[config.mk]
export PLATFORM = sky130hd
export DESIGN_NAME = radix_integer_to_ascii_top
export DESIGN_NICKNAME = d
export VERILOG_FILES = /design/src/sv/ritoa_pkg.sv /design/src/sv/ritoa_front.sv /design/src/sv/ritoa_back.sv /design/src/sv/ritoa_ofifo.sv /design/src/sv/radix_integer_to_ascii_top.sv
export SDC_FILE = /design/constraint.sdc
export NUM_CORES = 1
export LEC_CHECK = 0
export BUFFER_PORTS_ARGS = -buffer_cell sky130_fd_sc_hd__buf_2
export CAP_MARGIN = 25
export CORE_ASPECT_RATIO = 1.1
export CORE_MARGIN = 4
export CORE_UTILIZATION = 40
export CTS_BUF_LIST = sky130_fd_sc_hd__clkbuf_16
export DETAILED_ROUTE_END_ITERATION = 16
export GPL_TIMING_DRIVEN = 1
export PLACE_DENSITY_LB_ADDON = 0.05
export SYNTH_ARGS = -nofsm -noshare
export SYNTH_HDL_FRONTEND = slang
export SYNTH_SLANG_ARGS = --single-unit
export TNS_END_PERCENT = 30
[constraint.sdc]
create_clock -name clk -period 28.7 [get_ports clk]
set_clock_uncertainty 0.1 [all_clocks]
set_input_delay 5.74 -clock clk [delete_from_list [all_inputs] [get_ports clk]]
set_output_delay 5.74 -clock clk [all_outputs]
set_load 0.05 [all_outputs]
[src/sv/ritoa_pkg.sv]
// Shared constants, types and helper functions of the radix integer-to-ASCII block.
package ritoa_pkg;

  localparam int MAX_DIGITS = 64;
  localparam int DIG_AW     = $clog2(MAX_DIGITS);
  localparam int CNT_W      = $clog2(MAX_DIGITS + 1);

  localparam int VAL_W  = 64;
  localparam int BYTE_W = 8;
  localparam int NBYTES = VAL_W / BYTE_W;
  localparam int NB_W   = $clog2(NBYTES + 1);
  localparam int POS_W  = $clog2(NBYTES);

  localparam int RADIX_W = 6;
  localparam int CHAR_W  = 7;

  localparam logic [RADIX_W-1:0] RADIX_RESET = 6'd10;
  localparam logic [RADIX_W-1:0] RADIX_MIN   = 6'd2;
  localparam logic [RADIX_W-1:0] RADIX_MAX   = 6'd36;
  localparam logic [RADIX_W-1:0] DEC_DIGITS  = 6'd10;
  localparam logic [CHAR_W-1:0]  CHAR_ZERO   = 7'h30;
  localparam logic [CHAR_W-1:0]  CHAR_A      = 7'h41;

  // job queue between front and back
  localparam int JQ_DEPTH = 2;
  localparam int JQ_AW    = $clog2(JQ_DEPTH);
  localparam int JQ_CW    = $clog2(JQ_DEPTH + 1);

  // result queue
  localparam int OQ_DEPTH = 4;
  localparam int OQ_AW    = $clog2(OQ_DEPTH);
  localparam int OQ_CW    = $clog2(OQ_DEPTH + 1);

  typedef struct packed {
    logic             neg;
    logic [VAL_W-1:0] mag;
    logic [NB_W-1:0]  nbytes;   // significant bytes of mag, 0 for zero
  } job_t;

  typedef struct packed {
    logic [CHAR_W-1:0] digit_char;
    logic              minus_before;
    logic              last;
  } out_item_t;

  function automatic logic [RADIX_W-1:0] eff_radix(input logic [RADIX_W-1:0] r);
    if (r < RADIX_MIN) return RADIX_MIN;
    if (r > RADIX_MAX) return RADIX_MAX;
    return r;
  endfunction

  function automatic logic [CHAR_W-1:0] ascii_of(input logic [RADIX_W-1:0] d);
    if (d < DEC_DIGITS) return CHAR_ZERO + CHAR_W'(d);
    return CHAR_A + CHAR_W'(d - DEC_DIGITS);
  endfunction

endpackage

[src/sv/ritoa_front.sv]
// Front end: takes input items, splits sign and magnitude, sizes it, queues jobs.
module ritoa_front import ritoa_pkg::*; (
  input  logic                    clk,
  input  logic                    rst_n,
  input  logic                    in_push,
  output logic                    in_full,
  input  logic signed [VAL_W-1:0] in_value,
  output logic                    job_valid,
  output job_t                    job,
  input  logic                    job_pop
);

  logic [VAL_W-1:0] raw;
  job_t             cls;
  logic             accept;

  job_t             jq_mem [JQ_DEPTH];
  logic [JQ_AW-1:0] wr_ptr_r;
  logic [JQ_AW-1:0] rd_ptr_r;
  logic [JQ_CW-1:0] cnt_r;

  assign raw = in_value;

  always_comb begin
    cls.neg    = raw[VAL_W-1];
    cls.mag    = cls.neg ? (VAL_W'(0) - raw) : raw;
    cls.nbytes = '0;
    for (int i = 0; i < NBYTES; i++) begin
      if (cls.mag[BYTE_W*i +: BYTE_W] != '0) cls.nbytes = NB_W'(i + 1);
    end
  end

  assign in_full   = (cnt_r == JQ_CW'(JQ_DEPTH));
  assign accept    = in_push && !in_full;
  assign job_valid = (cnt_r != '0);
  assign job       = jq_mem[rd_ptr_r];

  always_ff @(posedge clk) begin
    if (accept) jq_mem[wr_ptr_r] <= cls;
  end

  always_ff @(posedge clk) begin
    if (!rst_n) begin
      wr_ptr_r <= '0;
      rd_ptr_r <= '0;
      cnt_r    <= '0;
    end else begin
      if (accept) wr_ptr_r <= wr_ptr_r + 1'b1;
      if (job_pop) rd_ptr_r <= rd_ptr_r + 1'b1;
      cnt_r <= cnt_r + JQ_CW'(accept) - JQ_CW'(job_pop);
    end
  end

endmodule

[src/sv/ritoa_back.sv]
// Back end: byte-serial division by the radix into a digit store, then emission.
module ritoa_back import ritoa_pkg::*; (
  input  logic               clk,
  input  logic               rst_n,
  input  logic [RADIX_W-1:0] radix,
  input  logic               job_valid,
  input  job_t               job,
  output logic               job_pop,
  input  logic [OQ_CW-1:0]   oq_count,
  output logic               oq_push,
  output out_item_t          oq_item
);

  typedef enum logic [1:0] {ST_IDLE, ST_DIV, ST_EMIT} state_t;

  state_t             state_r;
  logic [VAL_W-1:0]   mag_r;
  logic [NB_W-1:0]    nb_r;
  logic [POS_W-1:0]   pos_r;
  logic [RADIX_W-1:0] rem_r;
  logic [CNT_W-1:0]   cnt_r;
  logic               neg_r;
  logic               first_r;
  logic [DIG_AW-1:0]  rd_idx_r;
  logic               rd_vld_r;
  logic               rd_minus_r;
  logic               rd_last_r;
  logic [RADIX_W-1:0] rd_data_r;

  logic [RADIX_W-1:0] dig_mem [MAX_DIGITS];
  logic               mem_we;
  logic [DIG_AW-1:0]  mem_wa;
  logic [RADIX_W-1:0] mem_wd;
  logic               issue;

  logic [RADIX_W-1:0] base;
  logic [BYTE_W-1:0]  cur_byte;
  logic [BYTE_W-1:0]  q_byte;
  logic [RADIX_W-1:0] rem_step;
  logic [RADIX_W:0]   part;
  logic [VAL_W-1:0]   mag_upd;
  logic [POS_W-1:0]   top_idx;
  logic [NB_W-1:0]    nb_dec;
  logic [CNT_W-1:0]   cnt_inc;
  logic               div_done;

  assign base     = eff_radix(radix);
  assign cur_byte = mag_r[BYTE_W*pos_r +: BYTE_W];

  // eight restoring steps on one dividend byte
  always_comb begin
    rem_step = rem_r;
    q_byte   = '0;
    part     = '0;
    for (int i = BYTE_W - 1; i >= 0; i--) begin
      part = {rem_step, cur_byte[i]};
      if (part >= {1'b0, base}) begin
        q_byte[i] = 1'b1;
        rem_step  = RADIX_W'(part - {1'b0, base});
      end else begin
        rem_step  = part[RADIX_W-1:0];
      end
    end
  end

  // quotient loses at most one byte per digit since radix < 256
  always_comb begin
    mag_upd                            = mag_r;
    mag_upd[BYTE_W*pos_r +: BYTE_W]    = q_byte;
    top_idx                            = POS_W'(nb_r - 1'b1);
    nb_dec = (mag_upd[BYTE_W*top_idx +: BYTE_W] == '0) ? (nb_r - 1'b1) : nb_r;
  end

  assign cnt_inc  = cnt_r + 1'b1;
  assign div_done = (nb_dec == '0) || (cnt_inc == CNT_W'(MAX_DIGITS));

  assign job_pop = (state_r == ST_IDLE) && job_valid;
  assign issue   = (state_r == ST_EMIT) &&
                   (((OQ_CW+1)'(oq_count) + (OQ_CW+1)'(rd_vld_r)) < (OQ_CW+1)'(OQ_DEPTH));

  always_comb begin
    mem_we = 1'b0;
    mem_wa = DIG_AW'(cnt_r);
    mem_wd = rem_step;
    if (job_pop && (job.nbytes == '0)) begin
      mem_we = 1'b1;
      mem_wa = '0;
      mem_wd = '0;
    end else if ((state_r == ST_DIV) && (pos_r == '0)) begin
      mem_we = 1'b1;
    end
  end

  always_ff @(posedge clk) begin
    if (mem_we) dig_mem[mem_wa] <= mem_wd;
    if (issue) rd_data_r <= dig_mem[rd_idx_r];
  end

  always_ff @(posedge clk) begin
    if (!rst_n) begin
      state_r  <= ST_IDLE;
      rd_vld_r <= 1'b0;
    end else begin
      rd_vld_r <= 1'b0;
      case (state_r)
        ST_IDLE: begin
          if (job_valid) begin
            neg_r <= job.neg;
            mag_r <= job.mag;
            nb_r  <= job.nbytes;
            rem_r <= '0;
            pos_r <= POS_W'(job.nbytes - 1'b1);
            if (job.nbytes == '0) begin
              cnt_r    <= CNT_W'(1);
              rd_idx_r <= '0;
              first_r  <= 1'b1;
              state_r  <= ST_EMIT;
            end else begin
              cnt_r    <= '0;
              state_r  <= ST_DIV;
            end
          end
        end
        ST_DIV: begin
          mag_r <= mag_upd;
          if (pos_r == '0) begin
            cnt_r <= cnt_inc;
            nb_r  <= nb_dec;
            rem_r <= '0;
            pos_r <= POS_W'(nb_dec - 1'b1);
            if (div_done) begin
              rd_idx_r <= DIG_AW'(cnt_r);
              first_r  <= 1'b1;
              state_r  <= ST_EMIT;
            end
          end else begin
            pos_r <= pos_r - 1'b1;
            rem_r <= rem_step;
          end
        end
        ST_EMIT: begin
          if (issue) begin
            rd_vld_r   <= 1'b1;
            rd_minus_r <= first_r && neg_r;
            rd_last_r  <= (rd_idx_r == '0);
            first_r    <= 1'b0;
            rd_idx_r   <= rd_idx_r - 1'b1;
            if (rd_idx_r == '0) state_r <= ST_IDLE;
          end
        end
        default: state_r <= ST_IDLE;
      endcase
    end
  end

  assign oq_push              = rd_vld_r;
  assign oq_item.digit_char   = ascii_of(rd_data_r);
  assign oq_item.minus_before = rd_minus_r;
  assign oq_item.last         = rd_last_r;

endmodule

[src/sv/ritoa_ofifo.sv]
// Result queue: holds emitted characters until the receiver pops them.
module ritoa_ofifo import ritoa_pkg::*; (
  input  logic             clk,
  input  logic             rst_n,
  input  logic             push,
  input  out_item_t        item_in,
  input  logic             pop,
  output logic             empty,
  output out_item_t        item_out,
  output logic [OQ_CW-1:0] count
);

  out_item_t        mem [OQ_DEPTH];
  logic [OQ_AW-1:0] wr_ptr_r;
  logic [OQ_AW-1:0] rd_ptr_r;
  logic [OQ_CW-1:0] cnt_r;
  logic             do_pop;

  assign empty    = (cnt_r == '0);
  assign count    = cnt_r;
  assign item_out = mem[rd_ptr_r];
  assign do_pop   = pop && !empty;

  always_ff @(posedge clk) begin
    if (push) mem[wr_ptr_r] <= item_in;
  end

  always_ff @(posedge clk) begin
    if (!rst_n) begin
      wr_ptr_r <= '0;
      rd_ptr_r <= '0;
      cnt_r    <= '0;
    end else begin
      if (push) wr_ptr_r <= wr_ptr_r + 1'b1;
      if (do_pop) rd_ptr_r <= rd_ptr_r + 1'b1;
      cnt_r <= cnt_r + OQ_CW'(push) - OQ_CW'(do_pop);
    end
  end

endmodule

[src/sv/radix_integer_to_ascii_top.sv]
// Top level of the radix integer-to-ASCII converter.
// Usage:
//   Input queue: drive in_value and raise in_push; the item is taken at a
//   clock edge where in_push is high and in_full is low. A two-item job
//   queue sits behind the front end, so new numbers are taken while the
//   back end is still busy.
//   Result queue: while out_empty is low, out_digit_char/out_minus_before/
//   out_last show the oldest character; out_pop takes it. Characters come
//   most significant first; out_minus_before flags the first character of a
//   negative number, out_last its final character.
//   Config: cfg_radix is written when cfg_valid is high (cfg_ready is always
//   high). Values below 2 act as 2, above 36 act as 36. Reset value is 10.
//   Write it only while no number is in flight.
// Timing: each digit takes one division pass over the significant bytes of
//   the remaining magnitude (8 quotient bits per cycle in the divider), then
//   the digits are emitted in turn, waiting while the result queue is full.
//   After division ends, the first character is read from the digit store
//   into a register and pushed into the result queue.
// Reset (rst_n low, synchronous) empties both queues, radix back to 10.
//   On a receiver stall the back end waits; two more numbers queue, then in_full.
module radix_integer_to_ascii_top import ritoa_pkg::*; (
  input  logic                    clk,
  input  logic                    rst_n,
  input  logic                    in_push,
  output logic                    in_full,
  input  logic signed [VAL_W-1:0] in_value,
  output logic                    out_empty,
  input  logic                    out_pop,
  output logic [CHAR_W-1:0]       out_digit_char,
  output logic                    out_minus_before,
  output logic                    out_last,
  input  logic                    cfg_valid,
  output logic                    cfg_ready,
  input  logic [RADIX_W-1:0]      cfg_radix
);

  logic [RADIX_W-1:0] radix_r;
  logic               job_valid;
  job_t               job;
  logic               job_pop;
  logic [OQ_CW-1:0]   oq_count;
  logic               oq_push;
  out_item_t          oq_item;
  out_item_t          oq_head;

  // radix register, always ready
  assign cfg_ready = 1'b1;

  always_ff @(posedge clk) begin
    if (!rst_n) begin
      radix_r <= RADIX_RESET;
    end else if (cfg_valid && cfg_ready) begin
      radix_r <= cfg_radix;
    end
  end

  ritoa_front u_front (
    .clk       (clk),
    .rst_n     (rst_n),
    .in_push   (in_push),
    .in_full   (in_full),
    .in_value  (in_value),
    .job_valid (job_valid),
    .job       (job),
    .job_pop   (job_pop)
  );

  ritoa_back u_back (
    .clk       (clk),
    .rst_n     (rst_n),
    .radix     (radix_r),
    .job_valid (job_valid),
    .job       (job),
    .job_pop   (job_pop),
    .oq_count  (oq_count),
    .oq_push   (oq_push),
    .oq_item   (oq_item)
  );

  ritoa_ofifo u_ofifo (
    .clk      (clk),
    .rst_n    (rst_n),
    .push     (oq_push),
    .item_in  (oq_item),
    .pop      (out_pop),
    .empty    (out_empty),
    .item_out (oq_head),
    .count    (oq_count)
  );

  assign out_digit_char   = oq_head.digit_char;
  assign out_minus_before = oq_head.minus_before;
  assign out_last         = oq_head.last;

endmodule

; After elaboration in Yosys (flattened, before gate mapping)
; Memory sizes are Yosys's and may differ from the RTL's. A register that Yosys moved wholly into a read port is not among the register bits.
; Index checks and enable logic that the tools add are counted.
[word_totals]
regBits = 114
latch_bits = 0
ram_bits = 558
mem_bits_ro = 0
inputBits = 75
output_inout_bits = 12
elab_cells = 197
n_memories = 3
[memory_table]
columns = memory, depth, word_bits, rd, rd_clocked_by_memory_dff, wr, line
row1 = u_back.dig_mem, 64, 6, 1, 1, 1, ritoa_back.sv:30  ; logic [RADIX_W-1:0] dig_mem [MAX_DIGITS];
row2 = u_front.jq_mem, 2, 69, 1, 1, 1, ritoa_front.sv:17  ; job_t jq_mem [JQ_DEPTH];
row3 = u_ofifo.mem, 4, 9, 1, 1, 1, ritoa_ofifo.sv:13  ; out_item_t mem [OQ_DEPTH];
[op_classes]
n_addsub = 28
n_mul = 0
div = 0
n_lt_le_gt_ge = 12
n_eq_ne = 10
shift = 4
n_mux = 86
n_bitwise = 0
reduce_logical = 35
[op_table]
columns = op, count
row1 = $mux W64, 2
row2 = $pmux W64 S2, 1
row3 = $shiftx A64 B7 Y8, 2
row4 = $mux W6, 21
row5 = $bwmux W64, 1
row6 = $reduce_bool A8 Y1, 8
row7 = $shift A8 B34 Y64 const A, 1
row8 = $shiftx A8 B34 Y64, 1
row9 = $sub A1 B64 Y64 const A, 1
row10 = $ge A7 B6 Y1, 8
row11 = $sub A6 B6 Y6, 8
row12 = $neg A6 Y34, 1
row13 = $mux W1, 30
row14 = $mux W7, 4
row15 = $mux W2, 10
row16 = $mux W3, 6
row17 = $pmux W6 S3, 1
row18 = $mux W4, 4
row19 = $pmux W7 S2, 1
row20 = $pmux W6 S2, 1
row21 = $reduce_and A3 Y1, 3
row22 = $sub A3 B1 Y3 const B, 3
row23 = $logic_not A4 Y1, 2
row24 = $logic_not A8 Y1, 1
row25 = other kinds (38), 54

; Logic depth before layout (Yosys ltp)
; Gate-level depths: netlist (run 1).
[logic_depth]
word_depth = 31
mapped_depth = 96
depth_no_buf = 85

; Modules after synthesis
; From an unflattened synthesis (run 1), not the netlist that was laid out.
[unflattened]
cells_unflattened = 2331
hier_area_um2 = 33577.2
[by_module_without_submodules]
columns = module, instances, cells_per_inst, area_each_um2, seq_area_each_um2
row1 = ritoa_back, 1, 1703, 24488.5, 14594.0
row2 = ritoa_front, 1, 517, 7089.3, 4244.1
row3 = ritoa_ofifo, 1, 90, 1764.2, 1261.2
row4 = radix_integer_to_ascii_top, 1, 21, 235.2, 120.1

; Least setup slack after synthesis (run 1)
; No wires, ideal clock.
[synth_timing]
path_type = register -> register
from = reg u_back.pos_r[1]
to = mem u_back.dig_mem[0][2], data pin
setup_time_ns = 0.500
arrival_ns = 20.879
required_ns = 28.100
setup_slack_ns = 7.222
stages_incl_launch_ff = 88
n_path_buf = 12
period_less_slack_ns = 21.478
cell_sequence = edfxtp_1 > clkbuf_1 > mux4_2 > mux2i_1 > ha_1 > nand2b_1 > a31oi_1 > o21a_1 > clkbuf_1 > mux2i_1 > ha_1 > nor2b_1 > o31a_1 > o311a_1 > a211oi_1 > and2_1 > clkbuf_1 > clkbuf_1 > [52 not listed] > a211o_1 > nor2_1 > clkbuf_1 > mux2i_1 > ha_1 > a21o_1 > a21o_1 > a21o_1 > a21o_1 > nand2_1 > nand3_1 > a31oi_1 > nand4_1 > clkbuf_1 > buf_1 > nand2_1 > o21ai_0 > nor2_1
[synth_via]
elab_chain_cells = 18
word_cells_on_any_way = 26
cone_classes = add/sub (8) / order compare (8) / shift (1) / mux (9)
[synth_lines]
columns = element, line
row1 = from (decl), ritoa_back.sv:19  ; logic [POS_W-1:0] pos_r;
row2 = from (signal assigned), ritoa_back.sv:112  ; pos_r <= POS_W'(job.nbytes - 1'b1);
row3 = from (signal assigned), ritoa_back.sv:130  ; pos_r <= POS_W'(nb_dec - 1'b1);
row4 = from (signal assigned), ritoa_back.sv:137  ; pos_r <= pos_r - 1'b1;
row5 = $shiftx A64 B7 Y8 *, ritoa_back.sv:48  ; assign cur_byte = mag_r[BYTE_W*pos_r +: BYTE_W];
row6 = $sub A6 B6 Y6 or $ge A7 B6 Y1 (tied branches), "ritoa_back.sv:59, ritoa_back.sv:57"
row7 = $mux W6, ritoa_back.sv:57  ; if (part >= {1'b0, base}) begin
row8 = $sub A6 B6 Y6 or $ge A7 B6 Y1 (tied branches), "ritoa_back.sv:59, ritoa_back.sv:57"
row9 = $mux W6, ritoa_back.sv:57
row10 = $sub A6 B6 Y6 or $ge A7 B6 Y1 (tied branches), "ritoa_back.sv:59, ritoa_back.sv:57"
row11 = $mux W6, ritoa_back.sv:57
row12 = $sub A6 B6 Y6 or $ge A7 B6 Y1 (tied branches), "ritoa_back.sv:59, ritoa_back.sv:57"
row13 = [3 not listed], n/a
row14 = $sub A6 B6 Y6 or $ge A7 B6 Y1 (tied branches), "ritoa_back.sv:59, ritoa_back.sv:57"
row15 = $mux W6, ritoa_back.sv:57
row16 = $ge A7 B6 Y1 or $sub A6 B6 Y6 (tied branches), "ritoa_back.sv:57, ritoa_back.sv:59"
row17 = $mux W6, ritoa_back.sv:57
row18 = $sub A6 B6 Y6 or $ge A7 B6 Y1 (tied branches), "ritoa_back.sv:59, ritoa_back.sv:57"
row19 = $mux W6 *, ritoa_back.sv:57
row20 = $mux W6 *, ritoa_back.sv:85  ; if (job_pop && (job.nbytes == '0)) begin
row21 = via u_back.mem_wd[2], ritoa_back.sv:33  ; logic [RADIX_W-1:0] mem_wd;
row22 = to (decl), ritoa_back.sv:30
; The timed path passes the listed nets; every way through them passes the cells marked *.

; Worst setup path in the final report (run 1)
[layout_timing]
from = reg u_back.pos_r[0]
to = reg u_back.rd_idx_r[3], enable pin
[layout_via]
elab_chain_cells = 26
word_cells_on_any_way = 44
cone_classes = add/sub (8) / order compare (8) / eq/ne (2) / shift (4) / mux (17) / reduce/logical (5)
[layout_lines]
columns = element, line
row1 = $shiftx A64 B7 Y8, ritoa_back.sv:48
row2 = $sub A6 B6 Y6 or $ge A7 B6 Y1 (tied branches), "ritoa_back.sv:59, ritoa_back.sv:57"
row3 = $mux W6, ritoa_back.sv:57
row4 = $sub A6 B6 Y6 or $ge A7 B6 Y1 (tied branches), "ritoa_back.sv:59, ritoa_back.sv:57"
row5 = $mux W6, ritoa_back.sv:57
row6 = $sub A6 B6 Y6 or $ge A7 B6 Y1 (tied branches), "ritoa_back.sv:59, ritoa_back.sv:57"
row7 = $mux W6, ritoa_back.sv:57
row8 = $sub A6 B6 Y6 or $ge A7 B6 Y1 (tied branches), "ritoa_back.sv:59, ritoa_back.sv:57"
row9 = [10 not listed], n/a
row10 = $bwmux W64, ritoa_back.sv:69  ; mag_upd[BYTE_W*pos_r +: BYTE_W] = q_byte;
row11 = $shiftx A64 B7 Y8, ritoa_back.sv:71  ; nb_dec = (mag_upd[BYTE_W*top_idx +: BYTE_W] == '0) ? (nb_r - 1'b1) : nb_r;
row12 = $logic_not A8 Y1, ritoa_back.sv:71
row13 = $mux W4, ritoa_back.sv:71
row14 = $logic_not A4 Y1, ritoa_back.sv:75  ; assign div_done = (nb_dec == '0) || (cnt_inc == CNT_W'(MAX_DIGITS));
row15 = $logic_or A1 B1 Y1, ritoa_back.sv:75
row16 = $ne A2 B1 Y1 (no line), n/a
row17 = $reduce_and A7 Y1 (no line) *, n/a
row18 = to (signal assigned), ritoa_back.sv:132  ; rd_idx_r <= DIG_AW'(cnt_r);
row19 = to (signal assigned), ritoa_back.sv:147  ; rd_idx_r <= rd_idx_r - 1'b1;
row20 = to (decl), ritoa_back.sv:24  ; logic [DIG_AW-1:0] rd_idx_r;
; Every way passes the cells marked *; elsewhere a longest branch is shown, timed or not.
; A chain may end at the register's enable or synchronous reset.

==> flow_summary.toml, run 1 <==
[setup_path]
max_stage_delay_ns = 0.64
crit_required_ns = 28.92
path_class = "reg2reg"
slowest_stage = "a211oi_1"
cp_max_fo = 23
critPathCaptureType = "flip-flop"
cp-start-kind = "flip-flop"
crit_path_frequent_cell = "ha_1"
arrival_ns = 23.54

[final_layout]
antenna_cells = 0
multi_input_area_mm2 = 0.0124
final_cell_mix = "edfxtp_1, nand2_1, mux4_2, nor2_1, o21ai_0"
nNetsFinal = 2576
ff_latch_area_mm2 = 0.0202
final_common_cell = "edfxtp_1"
syn_to_final_growth_pct = 11.9
drive_above_1_share = 0.174
post-route-util = 0.453
nFillCells = 7362

[routing]
postRouteAntennaNets = 0
viasPerCell = 5.75
drt_iter0_drc = 1538
vias = 20320
met2_length_um = 46500
drc = 0
wirelength_met1_um = 36000
wire_per_inst_um = 25.4
finalWirelength_um = 89800
drt_pre_antenna_iters = 6
highest_layer = "met5"
dr_wl_met3_um = 4140

[clocking]
clock_latency_ns = 0.64
cts_buffers = 74
cts_tree = "yes"
post_cts_resized = 0
clockRootBuffer = "clkbuf_16"
clkTransAtPathRegs_ns = 0.06
clkSinkCount = 681
cts_buffer_depth = 3
cts_hold_buf = 0
cts_setup_buffers = 0
cts_max_level = 3

[synthesis]
syn-num-nets = 2499
synth_area_leaders = "edfxtp_1, mux4_2, ha_1"
synth_top_area_frac = 0.595
synth_seq_cells = 681
syn_area_per_cell_um2 = 14.2
async_reset_ff_frac = 0
synth-edff-count = 658
syn-cell-area_mm2 = 0.0332
synthCells = 2340
yosysWarnings = 0
synth_area_leader_cell = "edfxtp_1"
synth_cell_types = 80
synth-seq-area-share = 0.609
synthFlopType = "edfxtp_1"

[sta]
min_period_over_period = 0.812
hold_violations = 0
rsz0062_at_grt = "false"
tightestPinTransition_ns = 1.05
fmax_mhz = 42.9
slew_viol_final = 0
setup_viol = 0
slew_headroom = 0.301
fin_crit_ns = 23.32
fin_setup_tns_ns = 0

[floorplanning]
rows = 110
core_area_mm2 = 0.0820
die_area_mm2 = 0.0877
start_util = 0.405
io_pins = 87
die_w_um = 283
die_h_um = 310

[place]
place.gp.congestion = 0.958
hpwl_um = 62400
port_buffers = 85

[global_route]
grt_overflow = 0
grtUsageTotal = 0.205
antenna_found_initial = 1
grt_max_degree = 97
grt_first_pass_wirelength_um = 134000
grt_pass1_vias = 20783

[hold_path]
worstHoldPathType = "reg2reg"

[run_status]
status = "complete, no violations"

[run]
cap_violations = 0
-- Yosys cell counts, types with 33 or more instances --
| cell | instances |
|---|---|
| edfxtp_1 | 658 |
| nand2_1 | 185 |
| nor2_1 | 153 |
| mux4_2 | 152 |
| o21ai_0 | 134 |
| clkbuf_1 | 90 |
| mux2i_1 | 83 |
| a21oi_1 | 81 |
| xnor2_1 | 78 |
| ha_1 | 75 |
| inv_1 | 55 |
| nor2b_1 | 40 |
| nand3_1 | 35 |
| a211oi_1 | 33 |
| o31ai_1 | 33 |
-- cell families (layout without fill, tap and decap cells) --
family	Yosys count	after routing	synth area share
other	1	1	0.000113
muxes	251	251	0.134
adders and majority gates	84	84	0.0337
AOI/OAI and AO/OA	439	439	0.0862
xor gates and xnor gates	106	106	0.0280
DFF	681	681	0.609
buffers and inverters	178	310	0.0202
and+or+nand+nor	600	600	0.0890
-- stage by stage --
step           instance area [µm²]  hold WS (ns)  worst slack, ns  cells
3_5_place_dp                 34800         0.407             4.73   3402
5_1_grt                      37100         0.434             3.86   3536
2_1_floorplan                33200         0.359             7.22   2340
6_report                     37100         0.408             5.38   3536
4_1_cts                      37100         0.416             4.64   3533
3_3_place_gp                 34800         0.394             5.59   3402
-- state kept, by name, indices dropped and copies added (netlist names), 2 cells and up, named ones only --
signal            count
u_back.dig_mem      384
u_front.jq_mem      138
u_back.mag_r         64
u_ofifo.mem          36
u_back.cnt_r          7
radix_r               6
u_back.rd_data_r      6
u_back.rd_idx_r       6
u_back.rem_r          6
u_back.nb_r           4
u_back.pos_r          3
u_ofifo.count         3
u_back.state_r        2
u_front.cnt_r         2
u_ofifo.rd_ptr_r      2
u_ofifo.wr_ptr_r      2
-- per-layer routing --
layer  vias to the layer above  GRT usage
li1                       9317          -
met1                     10262      0.253
met2                       566      0.368
met3                       173     0.0308
met4                         2     0.0747
met5                         -          0
-- path summary, 6_finish.rpt --
kind              slack, ns              from                  to  cells past startpoint
setup reg to reg       5.38   u_back.pos_r[0]  u_back.rd_idx_r[3]                     86
hold / removal         0.41  u_back.rd_last_r   u_ofifo.mem[0][0]                      0
setup / recovery       5.38   u_back.pos_r[0]  u_back.rd_idx_r[3]                     86
hold reg to reg        0.41  u_back.rd_last_r   u_ofifo.mem[0][0]                      0
-- final cells by class --
| cell class | count | area share |
|---|---|---|
| clock inverter | 56 | 0.0106 |
| tap | 1064 | 0.0358 |
| sequential | 681 | 0.545 |
| multi-input combinational | 1481 | 0.333 |
| timing repair buffer | 122 | 0.0193 |
| clock buffer | 75 | 0.0505 |
| inverter | 57 | 0.00576 |
-- worst max-delay path, delay by kind of cell (launching register included) --
kind	cells	cell delay (ns)
compound gates	40	11.22
simple gates	19	3.24
mux	7	3.00
buf+inv	12	2.72
fa+ha+maj	8	2.35
flops	1	0.32
Power of run 1 is left out: the tool's default activity adds up to more than one toggle a clock period on the data nets, which glitch-free logic cannot reach.
==> run 2, diff against run 1 <==
clock period = 21.9 ns   (was 28.7 ns; I/O delays follow)
==> run 2 against run 1 <==
Global-route usage is 0.12 points higher. Routed wire length is 0.35% higher. Sequential share of layout area fell by 0.28 points. Die area is the same. Flip-flop and latch count is the same.
==> flow_summary.toml, run 2 (synthesis gave the netlist of run 1 again) <==
[clocking]
clockRootBuffer = "clkbuf_16"
cts_max_level = 3
cts_buffer_depth = 3
clkSinkCount = 681
cts_tree = "yes"
clock_latency_ns = 0.64
clkTransAtPathRegs_ns = 0.06
cts_setup_buffers = 0
cts_hold_buf = 0
post_cts_resized = 0
cts_buffers = 74

[run_status]
status = "complete, no violations"

[routing]
viasPerCell = 5.75
drc = 0
finalWirelength_um = 90100
vias = 20430
postRouteAntennaNets = 0
wire_per_inst_um = 25.4
drt_pre_antenna_iters = 5
drt_iter0_drc = 1586

[sta]
fmax_mhz = 49.3
setup_viol = 0
min_period_over_period = 0.927
tightestPinTransition_ns = 1.07
hold_violations = 0
rsz0062_at_grt = "false"
slew_headroom = 0.290
slew_viol_final = 0
fin_crit_ns = 20.30
fin_setup_tns_ns = 0

[global_route]
antenna_found_initial = 0
grtUsageTotal = 0.206
grt_overflow = 0
grt_first_pass_wirelength_um = 136000
grt_max_degree = 75
grt_pass1_vias = 20816

[place]
port_buffers = 85
hpwl_um = 63600
place.gp.congestion = 0.906

[floorplanning]
io_pins = 87
die_area_mm2 = 0.0877
start_util = 0.405
die_w_um = 283
core_area_mm2 = 0.0820
die_h_um = 310
rows = 110

[setup_path]
arrival_ns = 20.58
rr_endpoint = "u_back.pos_r[2]"
slowest_stage = "mux4_2"
r2r_setup_slack_ns = 1.60
cp_max_fo = 15
max_stage_delay_ns = 0.51
path_class = "reg2reg"
rr_startpoint = "u_back.pos_r[1]"
cp-start-kind = "flip-flop"
crit_required_ns = 22.18
critPathCaptureType = "flip-flop"
r2r_cells = 83
crit_path_frequent_cell = "ha_1"

[final_layout]
final_common_cell = "edfxtp_1"
antenna_cells = 0
regMostFlops = "u_back.dig_mem"
largest_reg_flops = 384
post-route-util = 0.455
nNetsFinal = 2591
reg_top3 = "u_back.dig_mem x384, u_front.jq_mem x138, u_back.mag_r x64"
syn_to_final_growth_pct = 12.5
drive_above_1_share = 0.181
nFillCells = 7420
final_cell_mix = "edfxtp_1, nand2_1, mux4_2, nor2_1, o21ai_0"

[hold_path]
min_path_cells = 0
hold_path_end = "u_ofifo.mem[0][1]"
worstHoldPathType = "reg2reg"
min_from = "u_back.rd_minus_r"

[run]
cap_violations = 0
## run 2: worst max-delay path, delay by kind of cell (launching register included)
family,cells,cell delay [ns]
AND/OR/NAND/NOR,20,3.44
buffers and inverters,7,0.87
flip-flops,1,0.41
XOR/XNOR,1,0.17
AO/OA/AOI/OAI,37,9.28
adder cells (fa/ha/maj),9,2.50
multiplexers,9,3.27
## run 2: layer usage
layer	wire length, µm	track usage	vias up
met5	0	0	-
met4	2790	0.0684	0
met3	4000	0.0292	136
met2	46200	0.364	541
met1	37100	0.263	10417
li1	-	-	9336
## run 2: area by class of cell
cell class | count | area (µm²) | area share
Tap cell | 1064 | 1330 | 0.0357
Inverter | 57 | 214 | 0.00573
Timing Repair Buffer | 137 | 858 | 0.0230
Clock buffer | 74 | 1850 | 0.0496
Clock inverter | 56 | 464 | 0.0124
Multi-Input combinational cell | 1481 | 12400 | 0.332
Sequential cell | 681 | 20200 | 0.542
## run 2: metrics by stage
stage	instances	area, µm²	hold WS [ns]	setup WS (ns)
detailed placement	3417	35000	0.415	0.943
CTS	3547	37300	0.439	0.825
finish	3550	37300	0.421	1.60
global route	3550	37300	0.436	0.0895
floorplan	2340	33200	0.359	0.422
global placement	3413	34900	0.392	1.37
## run 2: how the worst max path moves through the flow
stage	startpoint	endpoint	slack, ns	depth (start not counted)
after floorplan	u_back.pos_r[1]	u_back.dig_mem[0][2]	0.42	87
after global placement	u_back.pos_r[1]	u_back.rd_idx_r[2]	1.37	80
after detailed placement	u_back.pos_r[1]	u_back.rd_idx_r[4]	0.94	80
after CTS	u_back.pos_r[1]	u_back.rd_idx_r[4]	0.82	80
after global routing	u_back.pos_r[1]	u_back.pos_r[2]	0.09	84
final	u_back.pos_r[1]	u_back.pos_r[2]	1.60	83
Power of run 2 is left out for the same reason.
